<file path="src/hdl/mcfp_pkg.sv">
// motor command frame parser: shared types, character codes and limits
// no dependencies; used by every module of the block
`timescale 1ns / 1ps
`default_nettype none

package mcfp_pkg;

    localparam int FRAME_LEN = 8;
    localparam int POS_W     = $clog2(FRAME_LEN);

    // slot layout of a frame
    localparam int SLOT_SPEED_HI  = 0;
    localparam int SLOT_SPEED_MID = 1;
    localparam int SLOT_SPEED_LO  = 2;
    localparam int SLOT_DC_DIR    = 3;
    localparam int SLOT_ANGLE_HI  = 4;
    localparam int SLOT_ANGLE_LO  = 5;
    localparam int SLOT_STEP_DIR  = 6;
    localparam int SLOT_END       = 7;

    localparam logic [7:0] CHAR_ZERO = 8'h30;
    localparam logic [7:0] CHAR_ONE  = 8'h31;
    localparam logic [7:0] CHAR_FILL = 8'h37;
    localparam logic [7:0] CHAR_E    = 8'h45;
    localparam logic [7:0] CHAR_F    = 8'h46;
    localparam logic [7:0] CHAR_B    = 8'h42;
    localparam logic [7:0] CHAR_R    = 8'h52;
    localparam logic [7:0] CHAR_L    = 8'h4C;

    localparam logic [7:0] MAX_SPEED = 8'd100;
    localparam logic [7:0] MAX_ANGLE = 8'd45;

    typedef logic [FRAME_LEN-1:0][7:0] frame_t;

    // stepper history kept between frames
    typedef struct packed {
        logic [5:0] angle;
        logic       went_right;
        logic       went_left;
    } steer_t;

    // one result item minus the echoed byte
    typedef struct packed {
        logic       done;
        logic       ok;
        logic [6:0] speed;
        logic       ccw;
        logic       right;
        logic [6:0] degrees;
    } result_t;

endpackage

`default_nettype wire

</file>
<file path="src/hdl/mcfp_assembler.sv">
// frame assembler: slot position counter and the eight-byte frame store
// depends on mcfp_pkg
`timescale 1ns / 1ps
`default_nettype none

module mcfp_assembler (
    input  wire logic              aclk,
    input  wire logic              aresetn,
    input  wire logic              advance,
    input  wire logic [7:0]        rx_byte,
    output mcfp_pkg::frame_t       frame,
    output logic                   done
);

    logic [mcfp_pkg::POS_W-1:0] pos_reg;
    logic [mcfp_pkg::POS_W-1:0] pos_next;
    mcfp_pkg::frame_t           store_reg;
    mcfp_pkg::frame_t           store_next;

    // frame as it reads with the current byte already in its slot
    always_comb begin
        for (int i = 0; i < mcfp_pkg::FRAME_LEN; i++) begin
            frame[i] = (pos_reg == mcfp_pkg::POS_W'(i)) ? rx_byte : store_reg[i];
        end
    end

    assign done = (rx_byte == mcfp_pkg::CHAR_E) ||
                  (pos_reg == mcfp_pkg::POS_W'(mcfp_pkg::FRAME_LEN - 1));

    always_comb begin
        store_next = store_reg;
        pos_next   = pos_reg;
        if (advance) begin
            if (done) begin
                store_next = {mcfp_pkg::FRAME_LEN{mcfp_pkg::CHAR_FILL}};
                pos_next   = '0;
            end else begin
                store_next = frame;
                pos_next   = pos_reg + mcfp_pkg::POS_W'(1);
            end
        end
    end

    always_ff @(posedge aclk) begin
        if (!aresetn) begin
            pos_reg   <= '0;
            store_reg <= {mcfp_pkg::FRAME_LEN{mcfp_pkg::CHAR_FILL}};
        end else begin
            pos_reg   <= pos_next;
            store_reg <= store_next;
        end
    end

endmodule

`default_nettype wire

</file>
<file path="src/hdl/mcfp_decode.sv">
// frame checker and stepper move calculation, purely combinational
// depends on mcfp_pkg
`timescale 1ns / 1ps
`default_nettype none

module mcfp_decode (
    input  wire mcfp_pkg::frame_t frame,
    input  wire logic             done,
    input  wire mcfp_pkg::steer_t steer,
    output mcfp_pkg::result_t     result,
    output mcfp_pkg::steer_t      steer_next
);

    logic [7:0] s0, s1, s2, s3, s4, s5, s6, s7;
    logic [7:0] speed_mod;
    logic [7:0] angle_mod;
    logic [5:0] angle;
    logic       go_right;
    logic       same_way;
    logic       move_same;
    logic [6:0] degrees;
    logic       ok;

    assign s0 = frame[mcfp_pkg::SLOT_SPEED_HI];
    assign s1 = frame[mcfp_pkg::SLOT_SPEED_MID];
    assign s2 = frame[mcfp_pkg::SLOT_SPEED_LO];
    assign s3 = frame[mcfp_pkg::SLOT_DC_DIR];
    assign s4 = frame[mcfp_pkg::SLOT_ANGLE_HI];
    assign s5 = frame[mcfp_pkg::SLOT_ANGLE_LO];
    assign s6 = frame[mcfp_pkg::SLOT_STEP_DIR];
    assign s7 = frame[mcfp_pkg::SLOT_END];

    // digit sums wrap at 256, so 8-bit arithmetic is exact
    assign speed_mod = 8'(8'(8'(s0 - mcfp_pkg::CHAR_ZERO) * 8'd100)
                        + 8'(8'(s1 - mcfp_pkg::CHAR_ZERO) * 8'd10)
                        + 8'(s2 - mcfp_pkg::CHAR_ZERO));
    assign angle_mod = 8'(8'(8'(s4 - mcfp_pkg::CHAR_ZERO) * 8'd10)
                        + 8'(s5 - mcfp_pkg::CHAR_ZERO));
    assign angle     = angle_mod[5:0];

    assign ok = done
             && (s0 == mcfp_pkg::CHAR_ZERO || s0 == mcfp_pkg::CHAR_ONE)
             && (speed_mod <= mcfp_pkg::MAX_SPEED)
             && (s3 == mcfp_pkg::CHAR_F || s3 == mcfp_pkg::CHAR_B)
             && (angle_mod <= mcfp_pkg::MAX_ANGLE)
             && (s6 == mcfp_pkg::CHAR_R || s6 == mcfp_pkg::CHAR_L)
             && (s7 == mcfp_pkg::CHAR_E);

    assign go_right = (s6 == mcfp_pkg::CHAR_R);
    assign same_way = go_right ? steer.went_right : steer.went_left;

    // relative move from the previous absolute angle
    always_comb begin
        if (same_way) begin
            if (angle >= steer.angle) begin
                degrees   = 7'(angle - steer.angle);
                move_same = 1'b1;
            end else begin
                degrees   = 7'(steer.angle - angle);
                move_same = 1'b0;
            end
        end else begin
            degrees   = 7'(angle) + 7'(steer.angle);
            move_same = 1'b1;
        end
    end

    always_comb begin
        result      = '0;
        result.done = done;
        result.ok   = ok;
        steer_next  = steer;
        if (ok) begin
            result.speed   = speed_mod[6:0];
            result.ccw     = (s3 == mcfp_pkg::CHAR_F);
            result.right   = (move_same == go_right);
            result.degrees = degrees;
            steer_next.angle      = angle;
            steer_next.went_right = go_right;
            steer_next.went_left  = !go_right;
        end
    end

endmodule

`default_nettype wire

</file>
<file path="src/hdl/motor_command_frame_parser.sv">
// motor command frame parser: input register, frame assembly, check, result register
// depends on mcfp_pkg, mcfp_assembler, mcfp_decode
//
// usage
//   s_ channel: one received byte per transfer (s_rx_byte), valid/ready handshake.
//   m_ channel: exactly one result per byte: the echoed byte, frame_done when the
//   byte closed a frame ('E' or the eighth slot), frame_ok when that frame passed
//   its checks, and for a good frame the dc speed/direction and the relative
//   stepper move. all motor fields read zero otherwise.
//   path: an accepted byte moves into the input register, then through the check
//   logic into the result register, which drives m_.
//   throughput: one byte per cycle while m_ready is high; the frame and stepper
//   state update in the same cycle that the byte moves into the result register.
//   reset (aresetn low, synchronous): both stages empty, slot position 0, every
//   frame slot reads '7', stepper angle 0 and no previous direction.
//   stall: while m_ready is low the result holds; the input register still takes
//   one more byte, then s_ready drops until the result is taken.
`timescale 1ns / 1ps
`default_nettype none

module motor_command_frame_parser (
    input  wire logic       aclk,
    input  wire logic       aresetn,
    input  wire logic       s_valid,
    output logic            s_ready,
    input  wire logic [7:0] s_rx_byte,
    output logic            m_valid,
    input  wire logic       m_ready,
    output logic [7:0]      m_echo_byte,
    output logic            m_frame_done,
    output logic            m_frame_ok,
    output logic [6:0]      m_motor_speed,
    output logic            m_dc_counterclockwise,
    output logic            m_step_right,
    output logic [6:0]      m_step_degrees
);

    logic              in_valid_reg;
    logic [7:0]        in_byte_reg;
    logic              out_valid_reg;
    logic [7:0]        echo_reg;
    mcfp_pkg::result_t result_reg;
    mcfp_pkg::steer_t  steer_reg;
    mcfp_pkg::steer_t  steer_next;
    mcfp_pkg::result_t result;
    mcfp_pkg::frame_t  frame;
    logic              done;
    logic              out_free;
    logic              advance;

    assign out_free = !out_valid_reg || m_ready;
    assign advance  = in_valid_reg && out_free;
    assign s_ready  = !in_valid_reg || out_free;

    mcfp_assembler u_assembler (
        .aclk    (aclk),
        .aresetn (aresetn),
        .advance (advance),
        .rx_byte (in_byte_reg),
        .frame   (frame),
        .done    (done)
    );

    mcfp_decode u_decode (
        .frame      (frame),
        .done       (done),
        .steer      (steer_reg),
        .result     (result),
        .steer_next (steer_next)
    );

    always_ff @(posedge aclk) begin
        if (!aresetn) begin
            in_valid_reg <= 1'b0;
        end else if (s_ready) begin
            in_valid_reg <= s_valid;
        end
    end

    always_ff @(posedge aclk) begin
        if (s_ready && s_valid) begin
            in_byte_reg <= s_rx_byte;
        end
    end

    always_ff @(posedge aclk) begin
        if (!aresetn) begin
            out_valid_reg <= 1'b0;
            steer_reg     <= '0;
        end else begin
            if (out_free) begin
                out_valid_reg <= in_valid_reg;
            end
            if (advance) begin
                steer_reg <= steer_next;
            end
        end
    end

    always_ff @(posedge aclk) begin
        if (advance) begin
            echo_reg   <= in_byte_reg;
            result_reg <= result;
        end
    end

    assign m_valid               = out_valid_reg;
    assign m_echo_byte           = echo_reg;
    assign m_frame_done          = result_reg.done;
    assign m_frame_ok            = result_reg.ok;
    assign m_motor_speed         = result_reg.speed;
    assign m_dc_counterclockwise = result_reg.ccw;
    assign m_step_right          = result_reg.right;
    assign m_step_degrees        = result_reg.degrees;

    // a good frame is always a closed frame
    assert property (@(posedge aclk) disable iff (!aresetn)
        m_valid |-> (!m_frame_ok || m_frame_done))
        else $error("frame_ok without frame_done");

    // motor fields stay zero unless the frame passed
    assert property (@(posedge aclk) disable iff (!aresetn)
        (m_valid && !m_frame_ok) |-> (m_motor_speed == 7'd0 && m_step_degrees == 7'd0
            && !m_dc_counterclockwise && !m_step_right))
        else $error("motor fields set on a rejected byte");

    // accepted frames stay within speed and move limits
    assert property (@(posedge aclk) disable iff (!aresetn)
        (m_valid && m_frame_ok) |-> (m_motor_speed <= 7'd100 && m_step_degrees <= 7'd90))
        else $error("speed or stepper move out of range");

    // stepper history only changes when a good frame moves to the output
    assert property (@(posedge aclk) disable iff (!aresetn)
        !(advance && result.ok) |=> $stable(steer_reg))
        else $error("stepper state changed without a good frame");

endmodule

`default_nettype wire

</file>
<file path="config.mk">
export PLATFORM = sky130hd
export DESIGN_NAME = motor_command_frame_parser
export DESIGN_NICKNAME = d
export VERILOG_FILES = /design/src/hdl/mcfp_pkg.sv /design/src/hdl/mcfp_assembler.sv /design/src/hdl/mcfp_decode.sv /design/src/hdl/motor_command_frame_parser.sv
export SDC_FILE = /design/constraint.sdc
export NUM_CORES = 1
export LEC_CHECK = 0
export ABC_AREA = 1
export BUFFER_PORTS_ARGS = -buffer_cell sky130_fd_sc_hd__clkbuf_2
export CAP_MARGIN = 20
export CORE_MARGIN = 5
export CORE_UTILIZATION = 56
export CTS_CLUSTER_SIZE = 28
export DETAILED_ROUTE_END_ITERATION = 10
export MAX_ROUTING_LAYER = met4
export PLACE_DENSITY = 0.74
export SLEW_MARGIN = 5
export SYNTH_ARGS = -nofsm -noshare
export SYNTH_HDL_FRONTEND = slang
export SYNTH_SLANG_ARGS = --single-unit
</file>
<file path="constraint.sdc">
create_clock -name aclk -period 5.4 [get_ports aclk]
set_input_delay 0 -clock aclk [delete_from_list [all_inputs] [get_ports aclk]]
set_output_delay 0 -clock aclk [all_outputs]
set_load 0.01 [all_outputs]
</file>
==> metrics.md <==
| Metric | Value |
|---|---|
| Status | completed |
| CTS HTree Levels | 3 |
| Top FF cell, synth | sky130_fd_sc_hd__dfxtp_1 |
| Depth of the most critical reg-to-reg path | 23 |
| Count of port buffers added during placement | 39 |
| Simple-Gate Fraction of Synth Area | 0.2676 |
| Residual DRC count | 0 |
| Post-layout net count | 1097 |
| Total global routing overflow | 0 |
| Die width | 122.8 µm |
| Main combinational cell family by area after synthesis | simple AND/OR/NAND/NOR gates |
| # Max-Cap Violations | 0 |
| Post-synthesis sequential area ratio | 0.3542 |
| Clock transition time at the flip-flop clock pins of the worst setup and hold paths | 0.07 ns |
| Highest clock rate | 197.9 MHz |
| Flip-flop and latch count after synthesis | 109 |
| Unique cell type count in the Yosys netlist | 40 |
| DP HPWL | 11720 µm |
| Total inserted antenna cells | 0 |
| TritonCTS clock tree | built |
| Area enclosed by the die boundary | 15070 µm² |
| Final Wtd Congestion | 0.9017 |
| LEAKAGE | 3.926 nW |
| Antenna viol nets, final | 0 |
| Sum of met2 wire segment lengths after detailed routing | 7742 µm |
| Cell count after synthesis | 966 |
| Min-Delay Path Depth | 2 |
| Number of buffers added by the clock tree synthesis step | 9 |
| Top layer reached by signal wires | met4 |
| Synth Area in Compound Gates | 0.1181 |
| Count of final hold-check violations | 0 |
| Area of the placeable core | 12570 µm² |
| Setup violation total in the final timing report | 0 |
| Startpoint type of the worst setup path | register |
| DRT Pass-1 Iters | 5 |
| Transition time at the pin with the least slew margin | 1.001 ns |
| Top post-synthesis cells by area | sky130_fd_sc_hd__dfxtp_1, sky130_fd_sc_hd__nand2_1, sky130_fd_sc_hd__edfxtp_1 |
| Vert. Die Dim | 122.8 µm |
| Pin count of the biggest net entering global routing | 87 |
| Commonest cells in the netlist | sky130_fd_sc_hd__nand2_1, sky130_fd_sc_hd__inv_1, sky130_fd_sc_hd__nor2_1 |
| Flip-flop count of the largest register after layout | 62 |
| Parity-gate share of the synthesized area counting xor and xnor cells | 0.01581 |
| Summed instance area of the synthesized netlist | 7121 µm² |
| Hold path start | s_rx_byte[3] |
| Clk sinks | 109 |
| Final TNS setup | 0 ns |
| Placement row count | 41 |
| Adder-cell share of the synthesized area | 0.1480 |
| Detailed Route Iter0 Violations | 516 |
| Final cycle utilization of the critical path | 0.9360 |
| CP Max Fanout | 17 |
| Final period demand of the worst path | 5.054 ns |
| CP Class | register to register |
| Vias in the first global route | 5656 |
| CP Data Arrival Time | 5.23 ns |
| First-pass GRT wire length | 27120 µm |
| Maximum clock path buffer count | 2 |
| Power per cell area | 414.1 nW/µm² |
| Number of buffers inserted by post-CTS setup repair | 0 |
| Ratio of routed vias to standard cells | 5.216 |
| Normalized max-slew margin | 0.3323 |
| Worst setup startpoint | u_assembler.pos_reg[1] |
| Synth async-reset ratio | 0 |
| Required time of the critical path | 5.58 ns |
| Multiplexer fraction of the synthesized cell area | 0 |
| Post-synth EDFFs | 34 |
| Syn-to-layout area delta | 10.77% |
| Setup repair after global routing missed its margin | no |
| Layout Skew | 0.006479 ns |
| Cell taking the most area after synthesis | sky130_fd_sc_hd__dfxtp_1 |
| Hold Path Class | primary input to register |
| Overall power consumption | 3.266 mW |
| Met1 wire length | 7636 µm |
| Number of max-slew violations in the final report | 0 |
| Dominant cell by count in the synthesized netlist | sky130_fd_sc_hd__nand2_1 |
| Fraction of post-synthesis cell area in the top cell type by area | 0.2109 |
| IO Pins | 40 |
| Largest voltage drop on the vdd net | 205.2 µV |
| Post-Synthesis Net Count | 1055 |
| Total global routing track utilization | 0.2345 |
| Initial core utilization | 0.5666 |
| Aggregate routed wire length | 16490 µm |
| Vias | 6181 |
| Detailed-routed wire length on met3 | 883 µm |
| Worst flop-to-flop path startpoint | u_assembler.pos_reg[1] |
| Fraction of final layout cells sized beyond drive strength 1 | 0.1037 |
| Clock latency at the later pin of the worst-skew pair | 0.35 ns |
| Count of warnings emitted by yosys | 0 |
| Clock tree root driver cell | sky130_fd_sc_hd__clkbuf_16 |
| Synthesized area divided by synthesized cell count | 7.371 µm² |
| Endpoint class of the critical path | register |
| Wire length per cell | 13.92 µm |
| Antenna violations before repair | 0 |
-- per-layer routing --
metal | vias to the layer above | GRT usage
li1 | 3209 | -
met1 | 2783 | 0.3047
met2 | 170 | 0.3878
met3 | 19 | 0.02949
met4 | 0 | 0.06368
met5 | - | -
-- kinds of logic (layout without fill, tap and decap cells) --
| logic type | after synthesis | in the layout |
|---|---|---|
| AO/OA/AOI/OAI | 139 | 139 |
| XOR/XNOR | 12 | 12 |
| adder cells (fa/ha/maj) | 77 | 77 |
| buffers and inverters | 173 | 220 |
| flip-flops | 109 | 109 |
| AND/OR/NAND/NOR | 456 | 456 |
-- per-stage QoR --
stage	utilization	std cells	setup WS [ns]	area [µm²]	hold WS [ns]
2_1_floorplan	-	966	0.4862	7121	0.09887
3_3_place_gp	0.5946	1157	0.2999	7473	0.1766
3_5_place_dp	0.5946	1157	0.1588	7473	0.1786
4_1_cts	0.6264	1185	0.1352	7873	0.3501
5_1_grt	0.6276	1185	0.02812	7888	0.3546
6_report	0.6276	1185	0.3458	7888	0.3597
-- worst paths after layout --
check                                    to  slack [ns]
hold reg to reg   u_assembler.store_reg[62]        0.43
hold / removal               in_byte_reg[3]        0.36
setup reg to reg      m_dc_counterclockwise        0.35
setup / recovery      m_dc_counterclockwise        0.35
-- cell type report --
| type | count | area (µm²) |
|---|---|---|
| Inverter | 141 | 531.8 |
| Clock buffer | 11 | 242.7 |
| Tap cell | 172 | 215.2 |
| Sequential cell | 109 | 2522 |
| Timing Repair Buffer | 63 | 405.4 |
| Multi-Input combinational cell | 684 | 3934 |
| Fill cell | 1148 | 4681 |
| Clock inverter | 5 | 36.28 |
-- power by group --
part | switching (mW) | leakage, nW | internal [mW] | total, mW
clock network | 0.308 | 0.129 | 0.326 | 0.634
logic | 1.11 | 2.86 | 0.603 | 1.72
registers | 0.0252 | 0.941 | 0.889 | 0.914
-- repair_timing --
| action | 4_1_cts | 5_1_grt |
|---|---|---|
| hold buffers | 12 | 0 |
| resized for setup | 0 | 8 |
| setup endpoints to repair | 0 | 7 |
| endpoints found under the hold margin | 17 | 0 |
-- placed cells by master (no fill, tap or decap), types with 14 or more instances in the layout --
master / Yosys / final
sky130_fd_sc_hd__a211oi_1: 15 / 15
sky130_fd_sc_hd__a21oi_1: 33 / 32
sky130_fd_sc_hd__clkbuf_2: 0 / 39
sky130_fd_sc_hd__dfxtp_1: 75 / 75
sky130_fd_sc_hd__edfxtp_1: 34 / 34
sky130_fd_sc_hd__ha_1: 65 / 64
sky130_fd_sc_hd__inv_1: 126 / 126
sky130_fd_sc_hd__inv_2: 14 / 14
sky130_fd_sc_hd__nand2_1: 273 / 271
sky130_fd_sc_hd__nand3_1: 47 / 46
sky130_fd_sc_hd__nor2_1: 91 / 91
sky130_fd_sc_hd__nor3_1: 15 / 15
sky130_fd_sc_hd__o211ai_1: 24 / 24
sky130_fd_sc_hd__o21ai_0: 38 / 34
sky130_fd_sc_hd__o21ai_1: 16 / 20
-- critical path, cell delays in order, from the launching register on --
cell	delay, ns
sky130_fd_sc_hd__dfxtp_1	0.33
sky130_fd_sc_hd__inv_1	0.10
sky130_fd_sc_hd__ha_1	0.18
sky130_fd_sc_hd__nand2_2	0.20
sky130_fd_sc_hd__o21ai_0	0.39
sky130_fd_sc_hd__ha_1	0.31
sky130_fd_sc_hd__ha_1	0.23
sky130_fd_sc_hd__fa_1	0.38
sky130_fd_sc_hd__xnor2_1	0.17
sky130_fd_sc_hd__ha_1	0.26
sky130_fd_sc_hd__fa_1	0.55
sky130_fd_sc_hd__inv_1	0.05
sky130_fd_sc_hd__ha_1	0.32
sky130_fd_sc_hd__a21oi_1	0.16
sky130_fd_sc_hd__nand2_1	0.10
sky130_fd_sc_hd__xnor2_1	0.21
sky130_fd_sc_hd__inv_1	0.06
sky130_fd_sc_hd__nand2_1	0.06
sky130_fd_sc_hd__nand2_1	0.06
sky130_fd_sc_hd__inv_1	0.05
sky130_fd_sc_hd__nand2_1	0.06
sky130_fd_sc_hd__nand2_2	0.18
sky130_fd_sc_hd__nand3_4	0.23
sky130_fd_sc_hd__nor3_1	0.22
Note: power is estimated with default switching activity, not from simulation.
